===== src/design/texture_modulate_pixel_macros.svh =====
// ----------------------------------------------------------------------------
// Assertion macros for the texture modulation block
// Shared concurrent assertion forms, clocked on clk and disabled in reset.
// ----------------------------------------------------------------------------
`ifndef TEXTURE_MODULATE_PIXEL_MACROS_SVH
`define TEXTURE_MODULATE_PIXEL_MACROS_SVH

// Consequent checked in the same cycle as the antecedent.
`define TM_ASSERT_SAME(label, ante, cons) \
  label: assert property (@(posedge clk) disable iff (!rst_n) (ante) |-> (cons)) \
    else $error("texture modulation assertion failed");

// Consequent checked in the cycle after the antecedent.
`define TM_ASSERT_NEXT(label, ante, cons) \
  label: assert property (@(posedge clk) disable iff (!rst_n) (ante) |=> (cons)) \
    else $error("texture modulation assertion failed");

`endif


===== src/design/texmod_pkg.sv =====
// ----------------------------------------------------------------------------
// Texture modulation package
// Word types, configuration record, constants and the divider step.
// ----------------------------------------------------------------------------
package texmod_pkg;

  localparam int CHAN_W         = 8;
  localparam int KEEP_W         = 17;
  localparam int GAIN_W         = 24;
  localparam int QUO_W          = 16;
  localparam int DIV_STAGES     = 4;
  localparam int NUM_LANES      = 3;
  localparam int VLD_STAGES     = 7;
  localparam int CFG_IDX_W      = 2;
  localparam int CFG_DATA_W     = 17;

  localparam logic [KEEP_W-1:0] KEEP_ONE  = 17'h10000;
  localparam logic [KEEP_W-1:0] KEEP_RST  = 17'h08000;
  localparam logic [CHAN_W-1:0] BASE_RST  = 8'd128;
  localparam logic [CHAN_W-1:0] BASE_MIN  = 8'd1;
  localparam logic [CHAN_W-1:0] CHAN_MAX  = 8'hFF;

  localparam logic [CFG_IDX_W-1:0] REG_KEEP = 2'd0;
  localparam logic [CFG_IDX_W-1:0] REG_BASE = 2'd1;
  localparam logic [CFG_IDX_W-1:0] REG_MODE = 2'd2;

  localparam logic MODE_GRAY  = 1'b0;
  localparam logic MODE_COLOR = 1'b1;

  typedef struct packed {
    logic [CHAN_W-1:0] chan_a;
    logic [CHAN_W-1:0] chan_b;
    logic [CHAN_W-1:0] chan_c;
    logic [CHAN_W-1:0] texture_level;
  } in_word_t;

  typedef struct packed {
    logic [CHAN_W-1:0] out_a;
    logic [CHAN_W-1:0] out_b;
    logic [CHAN_W-1:0] out_c;
  } out_word_t;

  typedef struct packed {
    logic [KEEP_W-1:0] keep;
    logic [CHAN_W-1:0] base;
    logic              mode;
  } cfg_t;

  typedef struct packed {
    logic [CHAN_W-1:0] res;
    logic [CHAN_W-1:0] raw;
  } lane_res_t;

  typedef struct packed {
    logic [QUO_W-1:0] rem;
    logic [1:0]       bits;
  } div_step_t;

  // Two restoring division steps: quotient bits hi_sh and hi_sh-1.
  function automatic div_step_t div_step2(logic [QUO_W-1:0]  rem,
                                          logic [CHAN_W-1:0] base,
                                          logic [2:0]        hi_sh);
    logic [QUO_W:0]   d;
    logic [QUO_W-1:0] r;
    div_step_t        st;
    r = rem;
    d = {{(QUO_W+1-CHAN_W){1'b0}}, base} << hi_sh;
    if ({1'b0, r} >= d) begin
      r = r - d[QUO_W-1:0];
      st.bits[1] = 1'b1;
    end else begin
      st.bits[1] = 1'b0;
    end
    d = {{(QUO_W+1-CHAN_W){1'b0}}, base} << (hi_sh - 3'd1);
    if ({1'b0, r} >= d) begin
      r = r - d[QUO_W-1:0];
      st.bits[0] = 1'b1;
    end else begin
      st.bits[0] = 1'b0;
    end
    st.rem = r;
    return st;
  endfunction

endpackage


===== src/design/texmod_gain.sv =====
// ----------------------------------------------------------------------------
// Texture modulation gain stage
// Forms the shared gain keep*base + (1-keep)*texture for all lanes.
// ----------------------------------------------------------------------------
module texmod_gain import texmod_pkg::*; (
  input  logic              clk,
  input  logic              stage_en,
  input  cfg_t              cfg,
  input  logic [CHAN_W-1:0] texture_level,
  output logic [GAIN_W-1:0] gain
);

  logic [KEEP_W-1:0]   rest;
  logic [KEEP_W+CHAN_W-1:0] prod_keep;
  logic [KEEP_W+CHAN_W-1:0] prod_tex;
  logic [KEEP_W+CHAN_W-1:0] sum;
  logic [GAIN_W-1:0]   gain_r;
  logic [GAIN_W-1:0]   gain_nxt;

  always_comb begin
    rest      = KEEP_ONE - cfg.keep;
    prod_keep = cfg.keep * cfg.base;
    prod_tex  = rest * texture_level;
    sum       = prod_keep + prod_tex;
    gain_nxt  = sum[GAIN_W-1:0];
  end

  always_ff @(posedge clk) begin
    if (stage_en) begin
      gain_r <= gain_nxt;
    end
  end

  assign gain = gain_r;

endmodule


===== src/design/texmod_lane.sv =====
// ----------------------------------------------------------------------------
// Texture modulation channel lane
// Scales one channel by the gain and divides by the base, two bits a stage.
// ----------------------------------------------------------------------------
module texmod_lane import texmod_pkg::*; (
  input  logic              clk,
  input  logic              stage_en,
  input  cfg_t              cfg,
  input  logic [CHAN_W-1:0] chan,
  input  logic [GAIN_W-1:0] gain,
  output lane_res_t         result
);

  logic [CHAN_W-1:0] p_r;
  logic [CHAN_W-1:0] raw2_r;
  logic [QUO_W-1:0]  q_r;
  logic [QUO_W-1:0]  q_nxt;
  logic [CHAN_W-1:0] raw3_r;
  logic [CHAN_W+GAIN_W-1:0] prod;
  logic [QUO_W-1:0]  sat_thr;

  logic [QUO_W-1:0]  rem_r   [DIV_STAGES];
  logic [QUO_W-1:0]  rem_nxt [DIV_STAGES];
  logic [CHAN_W-1:0] quo_r   [DIV_STAGES];
  logic [CHAN_W-1:0] quo_nxt [DIV_STAGES];
  logic              sat_r   [DIV_STAGES];
  logic              sat_nxt [DIV_STAGES];
  logic [CHAN_W-1:0] raw_r   [DIV_STAGES];
  logic [CHAN_W-1:0] raw_nxt [DIV_STAGES];

  always_comb begin
    prod    = p_r * gain;
    q_nxt   = prod[CHAN_W+GAIN_W-1:CHAN_W+GAIN_W-QUO_W];
    sat_thr = {cfg.base, {CHAN_W{1'b0}}} - {{(QUO_W-CHAN_W){1'b0}}, cfg.base};
  end

  always_comb begin
    div_step_t         st;
    logic [QUO_W-1:0]  rem_src;
    logic [CHAN_W-1:0] quo_src;
    for (int s = 0; s < DIV_STAGES; s++) begin
      if (s == 0) begin
        rem_src    = q_r;
        quo_src    = '0;
        sat_nxt[s] = (q_r >= sat_thr);
        raw_nxt[s] = raw3_r;
      end else begin
        rem_src    = rem_r[s-1];
        quo_src    = quo_r[s-1];
        sat_nxt[s] = sat_r[s-1];
        raw_nxt[s] = raw_r[s-1];
      end
      st         = div_step2(rem_src, cfg.base, 3'(CHAN_W - 1 - 2 * s));
      rem_nxt[s] = st.rem;
      quo_nxt[s] = {quo_src[CHAN_W-3:0], st.bits};
    end
  end

  always_ff @(posedge clk) begin
    if (stage_en) begin
      p_r    <= chan;
      raw2_r <= chan;
      q_r    <= q_nxt;
      raw3_r <= raw2_r;
      for (int s = 0; s < DIV_STAGES; s++) begin
        rem_r[s] <= rem_nxt[s];
        quo_r[s] <= quo_nxt[s];
        sat_r[s] <= sat_nxt[s];
        raw_r[s] <= raw_nxt[s];
      end
    end
  end

  assign result.res = sat_r[DIV_STAGES-1] ? CHAN_MAX : quo_r[DIV_STAGES-1];
  assign result.raw = raw_r[DIV_STAGES-1];

endmodule


===== src/design/texmod_merge.sv =====
// ----------------------------------------------------------------------------
// Texture modulation merge stage
// Combines the lane results into one output word and holds it for the sink.
// ----------------------------------------------------------------------------
module texmod_merge import texmod_pkg::*; (
  input  logic      clk,
  input  logic      rst_n,
  input  logic      stage_en,
  input  cfg_t      cfg,
  input  logic      lane_valid,
  input  lane_res_t lane_a,
  input  lane_res_t lane_b,
  input  lane_res_t lane_c,
  output logic      out_valid,
  output out_word_t out_data
);

  logic      out_valid_r;
  out_word_t out_data_r;
  out_word_t out_data_nxt;

  always_comb begin
    out_data_nxt.out_a = lane_a.res;
    if (cfg.mode == MODE_COLOR) begin
      out_data_nxt.out_b = lane_b.res;
      out_data_nxt.out_c = lane_c.res;
    end else begin
      out_data_nxt.out_b = lane_b.raw;
      out_data_nxt.out_c = lane_c.raw;
    end
  end

  always_ff @(posedge clk) begin
    if (!rst_n) begin
      out_valid_r <= 1'b0;
    end else if (stage_en) begin
      out_valid_r <= lane_valid;
    end
  end

  always_ff @(posedge clk) begin
    if (stage_en) begin
      out_data_r <= out_data_nxt;
    end
  end

  assign out_valid = out_valid_r;
  assign out_data  = out_data_r;

endmodule


===== src/design/texture_modulate_pixel.sv =====
// ----------------------------------------------------------------------------
// Texture modulation blend of one pixel
// Blends chan_a, and in color mode chan_b and chan_c too, between its original and its texture-scaled value.
// ----------------------------------------------------------------------------
// Channel   Direction  Handshake            Word
// in_       input      in_valid/in_ready    chan_a, chan_b, chan_c, texture_level
// out_      output     out_valid/out_ready  out_a, out_b, out_c
// cfg_      input      cfg_we               cfg_index, cfg_data
//
// One word is accepted every cycle unless the output stalls; each result passes
// through the input register, the gain and product multipliers and the four-stage
// divider in each channel lane, two quotient bits per stage, to the output register.
// All stages advance together whenever the output register is empty or taken.
// Reset clears the valid bits and loads the register reset values.
// ----------------------------------------------------------------------------
`include "texture_modulate_pixel_macros.svh"

module texture_modulate_pixel import texmod_pkg::*; (
  input  logic                  clk,
  input  logic                  rst_n,
  input  logic                  in_valid,
  output logic                  in_ready,
  input  in_word_t              in_data,
  output logic                  out_valid,
  input  logic                  out_ready,
  output out_word_t             out_data,
  input  logic                  cfg_we,
  input  logic [CFG_IDX_W-1:0]  cfg_index,
  input  logic [CFG_DATA_W-1:0] cfg_data
);

  logic                  stage_en;
  logic [KEEP_W-1:0]     keep_r;
  logic [CHAN_W-1:0]     base_r;
  logic                  mode_r;
  cfg_t                  cfg;
  logic [VLD_STAGES-1:0] vld_r;
  logic [VLD_STAGES-1:0] vld_nxt;
  in_word_t              in_r;
  logic [GAIN_W-1:0]     gain;
  lane_res_t             lane_res [NUM_LANES];
  logic [CHAN_W-1:0]     lane_chan [NUM_LANES];

  assign stage_en = !out_valid || out_ready;
  assign in_ready = stage_en;

  always_ff @(posedge clk) begin
    if (!rst_n) begin
      keep_r <= KEEP_RST;
      base_r <= BASE_RST;
      mode_r <= MODE_GRAY;
    end else if (cfg_we) begin
      case (cfg_index)
        REG_KEEP: begin
          keep_r <= (cfg_data > KEEP_ONE) ? KEEP_ONE : cfg_data[KEEP_W-1:0];
        end
        REG_BASE: begin
          base_r <= (cfg_data[CHAN_W-1:0] == '0) ? BASE_MIN : cfg_data[CHAN_W-1:0];
        end
        REG_MODE: begin
          mode_r <= cfg_data[0];
        end
        default: begin
        end
      endcase
    end
  end

  assign cfg.keep = keep_r;
  assign cfg.base = base_r;
  assign cfg.mode = mode_r;

  assign vld_nxt = {vld_r[VLD_STAGES-2:0], in_valid};

  always_ff @(posedge clk) begin
    if (!rst_n) begin
      vld_r <= '0;
    end else if (stage_en) begin
      vld_r <= vld_nxt;
    end
  end

  always_ff @(posedge clk) begin
    if (stage_en) begin
      in_r <= in_data;
    end
  end

  texmod_gain u_gain (
    .clk           (clk),
    .stage_en      (stage_en),
    .cfg           (cfg),
    .texture_level (in_r.texture_level),
    .gain          (gain)
  );

  assign lane_chan[0] = in_r.chan_a;
  assign lane_chan[1] = in_r.chan_b;
  assign lane_chan[2] = in_r.chan_c;

  for (genvar i = 0; i < NUM_LANES; i++) begin : g_lane
    texmod_lane u_lane (
      .clk      (clk),
      .stage_en (stage_en),
      .cfg      (cfg),
      .chan     (lane_chan[i]),
      .gain     (gain),
      .result   (lane_res[i])
    );
  end

  texmod_merge u_merge (
    .clk        (clk),
    .rst_n      (rst_n),
    .stage_en   (stage_en),
    .cfg        (cfg),
    .lane_valid (vld_r[VLD_STAGES-1]),
    .lane_a     (lane_res[0]),
    .lane_b     (lane_res[1]),
    .lane_c     (lane_res[2]),
    .out_valid  (out_valid),
    .out_data   (out_data)
  );

  `TM_ASSERT_NEXT(a_accept_enters, in_valid && in_ready, vld_r[0])
  `TM_ASSERT_NEXT(a_stall_holds, !stage_en, $stable(vld_r))
  `TM_ASSERT_NEXT(a_base_zero_sat,
                  cfg_we && cfg_index == REG_BASE && cfg_data[CHAN_W-1:0] == '0,
                  base_r == BASE_MIN)
  `TM_ASSERT_NEXT(a_keep_clamp,
                  cfg_we && cfg_index == REG_KEEP && cfg_data > KEEP_ONE,
                  keep_r == KEEP_ONE)

endmodule


===== config.mk =====
export PLATFORM = sky130hd
export DESIGN_NAME = texture_modulate_pixel
export DESIGN_NICKNAME = d
export VERILOG_FILES = /design/src/design/texmod_pkg.sv /design/src/design/texmod_gain.sv /design/src/design/texmod_lane.sv /design/src/design/texmod_merge.sv /design/src/design/texture_modulate_pixel.sv
export VERILOG_INCLUDE_DIRS = /design/src /design/src/design
export SDC_FILE = /design/constraint.sdc
export NUM_CORES = 2
export LEC_CHECK = 0
export ABC_AREA = 0
export BUFFER_PORTS_ARGS = -buffer_cell sky130_fd_sc_hd__clkbuf_2
export CAP_MARGIN = 10
export CORE_UTILIZATION = 45
export DETAILED_ROUTE_END_ITERATION = 10
export PLACE_DENSITY = 0.65
export SETUP_SLACK_MARGIN = 0.2
export SLEW_MARGIN = 30
export SYNTH_ARGS = -nofsm -noshare
export SYNTH_HDL_FRONTEND = slang
export SYNTH_HIERARCHICAL = 1
export SYNTH_SLANG_ARGS = --single-unit

===== constraint.sdc =====
create_clock -name clk -period 37.2 [get_ports clk]
set_input_delay 11.16 -clock clk [delete_from_list [all_inputs] [get_ports clk]]
set_output_delay 11.16 -clock clk [all_outputs]
set_load 0.02 [all_outputs]

==> summary.md <==
| Metric | Value |
|---|---|
| Status | complete, no violations |
| Post-synthesis cell area | 53500 um^2 |
| Post-DP Area | 55700 um^2 |
| Mapped Cells | 5285 |
| RSZ-0062 raised after global routing | false |
| Endpoints failing setup | 0 |
| Rel. slew slack | 29.3% |
| Critical Path AT | 12.66 ns |
| Worst slack, placed | 13.41 ns |
| CTS Buffer Depth | 3 |
| TritonCTS Buffers | 61 |
| Critical Path Sink Type | output pin |
| Critical path class | in2out |
| CP Cell Sequence | clkbuf_2, nor2b_1, inv_8, clkbuf_2 |
| First-pass iteration count of the detailed router | 7 |
| Root Driver | clkbuf_16 |
| Setup Skew | 0.0285 ns |
| Global route hottest layer | met2 |
| Final TNS setup | 0 ns |
| Crit path required time | 26.04 ns |
| DIE WIDTH | 347 um |
| Fill cells | 10800 |
| H-tree lvl count | 2 |
| Share of layout cells above drive strength 1 | 7.76% |
| Clock Pin Slew Worst Setup and Hold Paths | 0.06 ns |
| Fmax | 42.0 MHz |
| Capturing point of the worst reg2reg path | u_gain/gain[23] |
| Largest delay contributor family on the critical path | buffers and inverters |
| Setup bufs post-CTS | 0 |
| Max-slew violation count | 0 |
| HP Start | g_lane[2].u_lane/raw_r[1][1] |
| Worst Tran Pin Value | 1.03 ns |
| Vias in the first global route | 38300 |
| GRT overflow | 0 |
| Detail Placement HPWL | 88800 um |
| Max incr delay on CP | 0.69 ns |
| Clock Latency Late Sink | 0.68 ns |
| Vias | 37400 |
| Core ar. | 118000 um^2 |
| Hold path depth | 0 |
| Setup ws final | 13.38 ns |
| Worst-path maximum fanout | 57 |
| Worst r2r src | keep_r[2] |
| Syn-to-layout area delta | 8.27% |
| Largest net degree at the start of global routing | 117 |
| R2R Setup Slk | 29.09 ns |
| Final ANT Viol Nets | 0 |
| Die H | 347 um |
| Hold WS | 0.408 ns |
| Row cnt | 126 |
| Clock sink count | 482 |
| Max Cap Viol | 0 |
| Syn_area_per_cell | 10.1 um^2 |
| Routability cong. | 0.853 |
| Final Hold Fails | 0 |
| I/O Buffers | 81 |
| Post-layout min period | 23.82 ns |
| Slowest CP cell | nor2b_1 |
| Syn Nets | 6434 |
| Post-CTS Hold Buffers | 0 |
| CP Buf/Inv Count | 3 |
| Design area | 57900 um^2 |
| TritonCTS clock tree | yes |
| Grt met3 use | 2.36% |
| Reg2Reg Depth | 21 |
| Worst setup SP type | input port |
| Hold Crit Class | reg2reg |
| Routed WL | 121000 um |
| Initial antenna violation count | 3 |
| Met1 Resource Use GR | 28.0% |
| Synth Warn # | 6 |
| Ratio of final minimum period to clock period | 64.0% |
| Die area | 120000 um^2 |
| Most common cell on crit path | clkbuf_2 |
| Met2 Use GR | 34.2% |
| Num ports | 82 |
| Drt initial violations | 2212 |
| Resize count post-CTS | 0 |
| First-pass GRT wire length | 199000 um |
| DRC viols | 0 |
| Initial Util | 45.3% |
| Post-DR vias/cell | 5.38 |
| Routed len/inst | 17.5 um |
| Fin nets | 6510 |
| Hold EP | g_lane[2].u_lane/raw_r[2][1] |
| Overall routing resource usage | 20.6% |
layout by cell type, fill, tap and decap left out, drive strengths merged, types with 145 or more instances in the layout:
cell type,n
nand2,454
inv,801
clkbuf,151
fa,633
nor2,208
and2,579
ha,460
edfxtp,448
a21oi,233
o21ai,145
per-layer routing:
layer / vias up / wire length, um
met5: - / 0
met4: 0 / 3930
met2: 788 / 56800
li1: 17700 / -
met1: 18700 / 55300
met3: 198 / 5220
final cells by class:
cell class | count | area (um^2) | share of cell area [%]
multi-input cells | 3880 | 35700 | 61.7
flip-flops and latches | 482 | 14100 | 24.4
inverters | 795 | 2990 | 5.17
well taps | 1536 | 1920 | 3.32
clock buffers | 70 | 1600 | 2.76
repair buffers | 141 | 916 | 1.58
clock inverters | 41 | 579 | 1.00
diodes | 1 | 2.50 | 0.00432
registers in the layout (all words and copies together), names as in the netlist:
register	flops
u_gain/gain	24
mode_r	1
base_r	8
g_lane.u_lane/sat_r	12
u_merge/out_data	24
g_lane.u_lane/q_r	48
g_lane.u_lane/rem_r	144
g_lane.u_lane/raw_r	64
u_merge/out_valid	1
g_lane.u_lane/p_r	24
g_lane.u_lane/raw3_r	16
g_lane.u_lane/quo_r	60
vld_r	7
keep_r	17
in_r	32
worst reg2reg max path, cell delays in order, from the launching register on:
cell and delay [ns]:
dfxtp_1 0.53, nor3_1 0.38, nand3_1 0.20, nor4_1 0.60, nand2_1 0.15, xor2_1 0.54, and2_1 0.25, fa_1 0.46
fa_1 0.54, fa_1 0.52, fa_1 0.54, fa_1 0.55, inv_1 0.05, fa_1 0.52, inv_1 0.04, ha_1 0.36
nand3_1 0.21, nor2_1 0.36, nand3_1 0.11, o21ai_0 0.40, o41a_1 0.18, xnor3_1 0.37
metrics by stage:
step,util (%),std cells
after floorplan,-,5285
after global placement,47.2,6829
after detailed placement,47.2,6832
after CTS,49.1,6943
after global routing,49.1,6945
final,49.1,6946
how the worst max path moves through the flow:
stage                         start  endpoint  depth (start not counted)
after global routing      out_ready  in_ready                          4
final                     out_ready  in_ready                          4
after floorplan           out_ready  in_ready                          3
after detailed placement  out_ready  in_ready                          4
after CTS                 out_ready  in_ready                          4
after global placement    out_ready  in_ready                          4
Power is left out: the tool's default activity adds up to more than one toggle a clock period on the data nets, which glitch-free logic cannot reach.
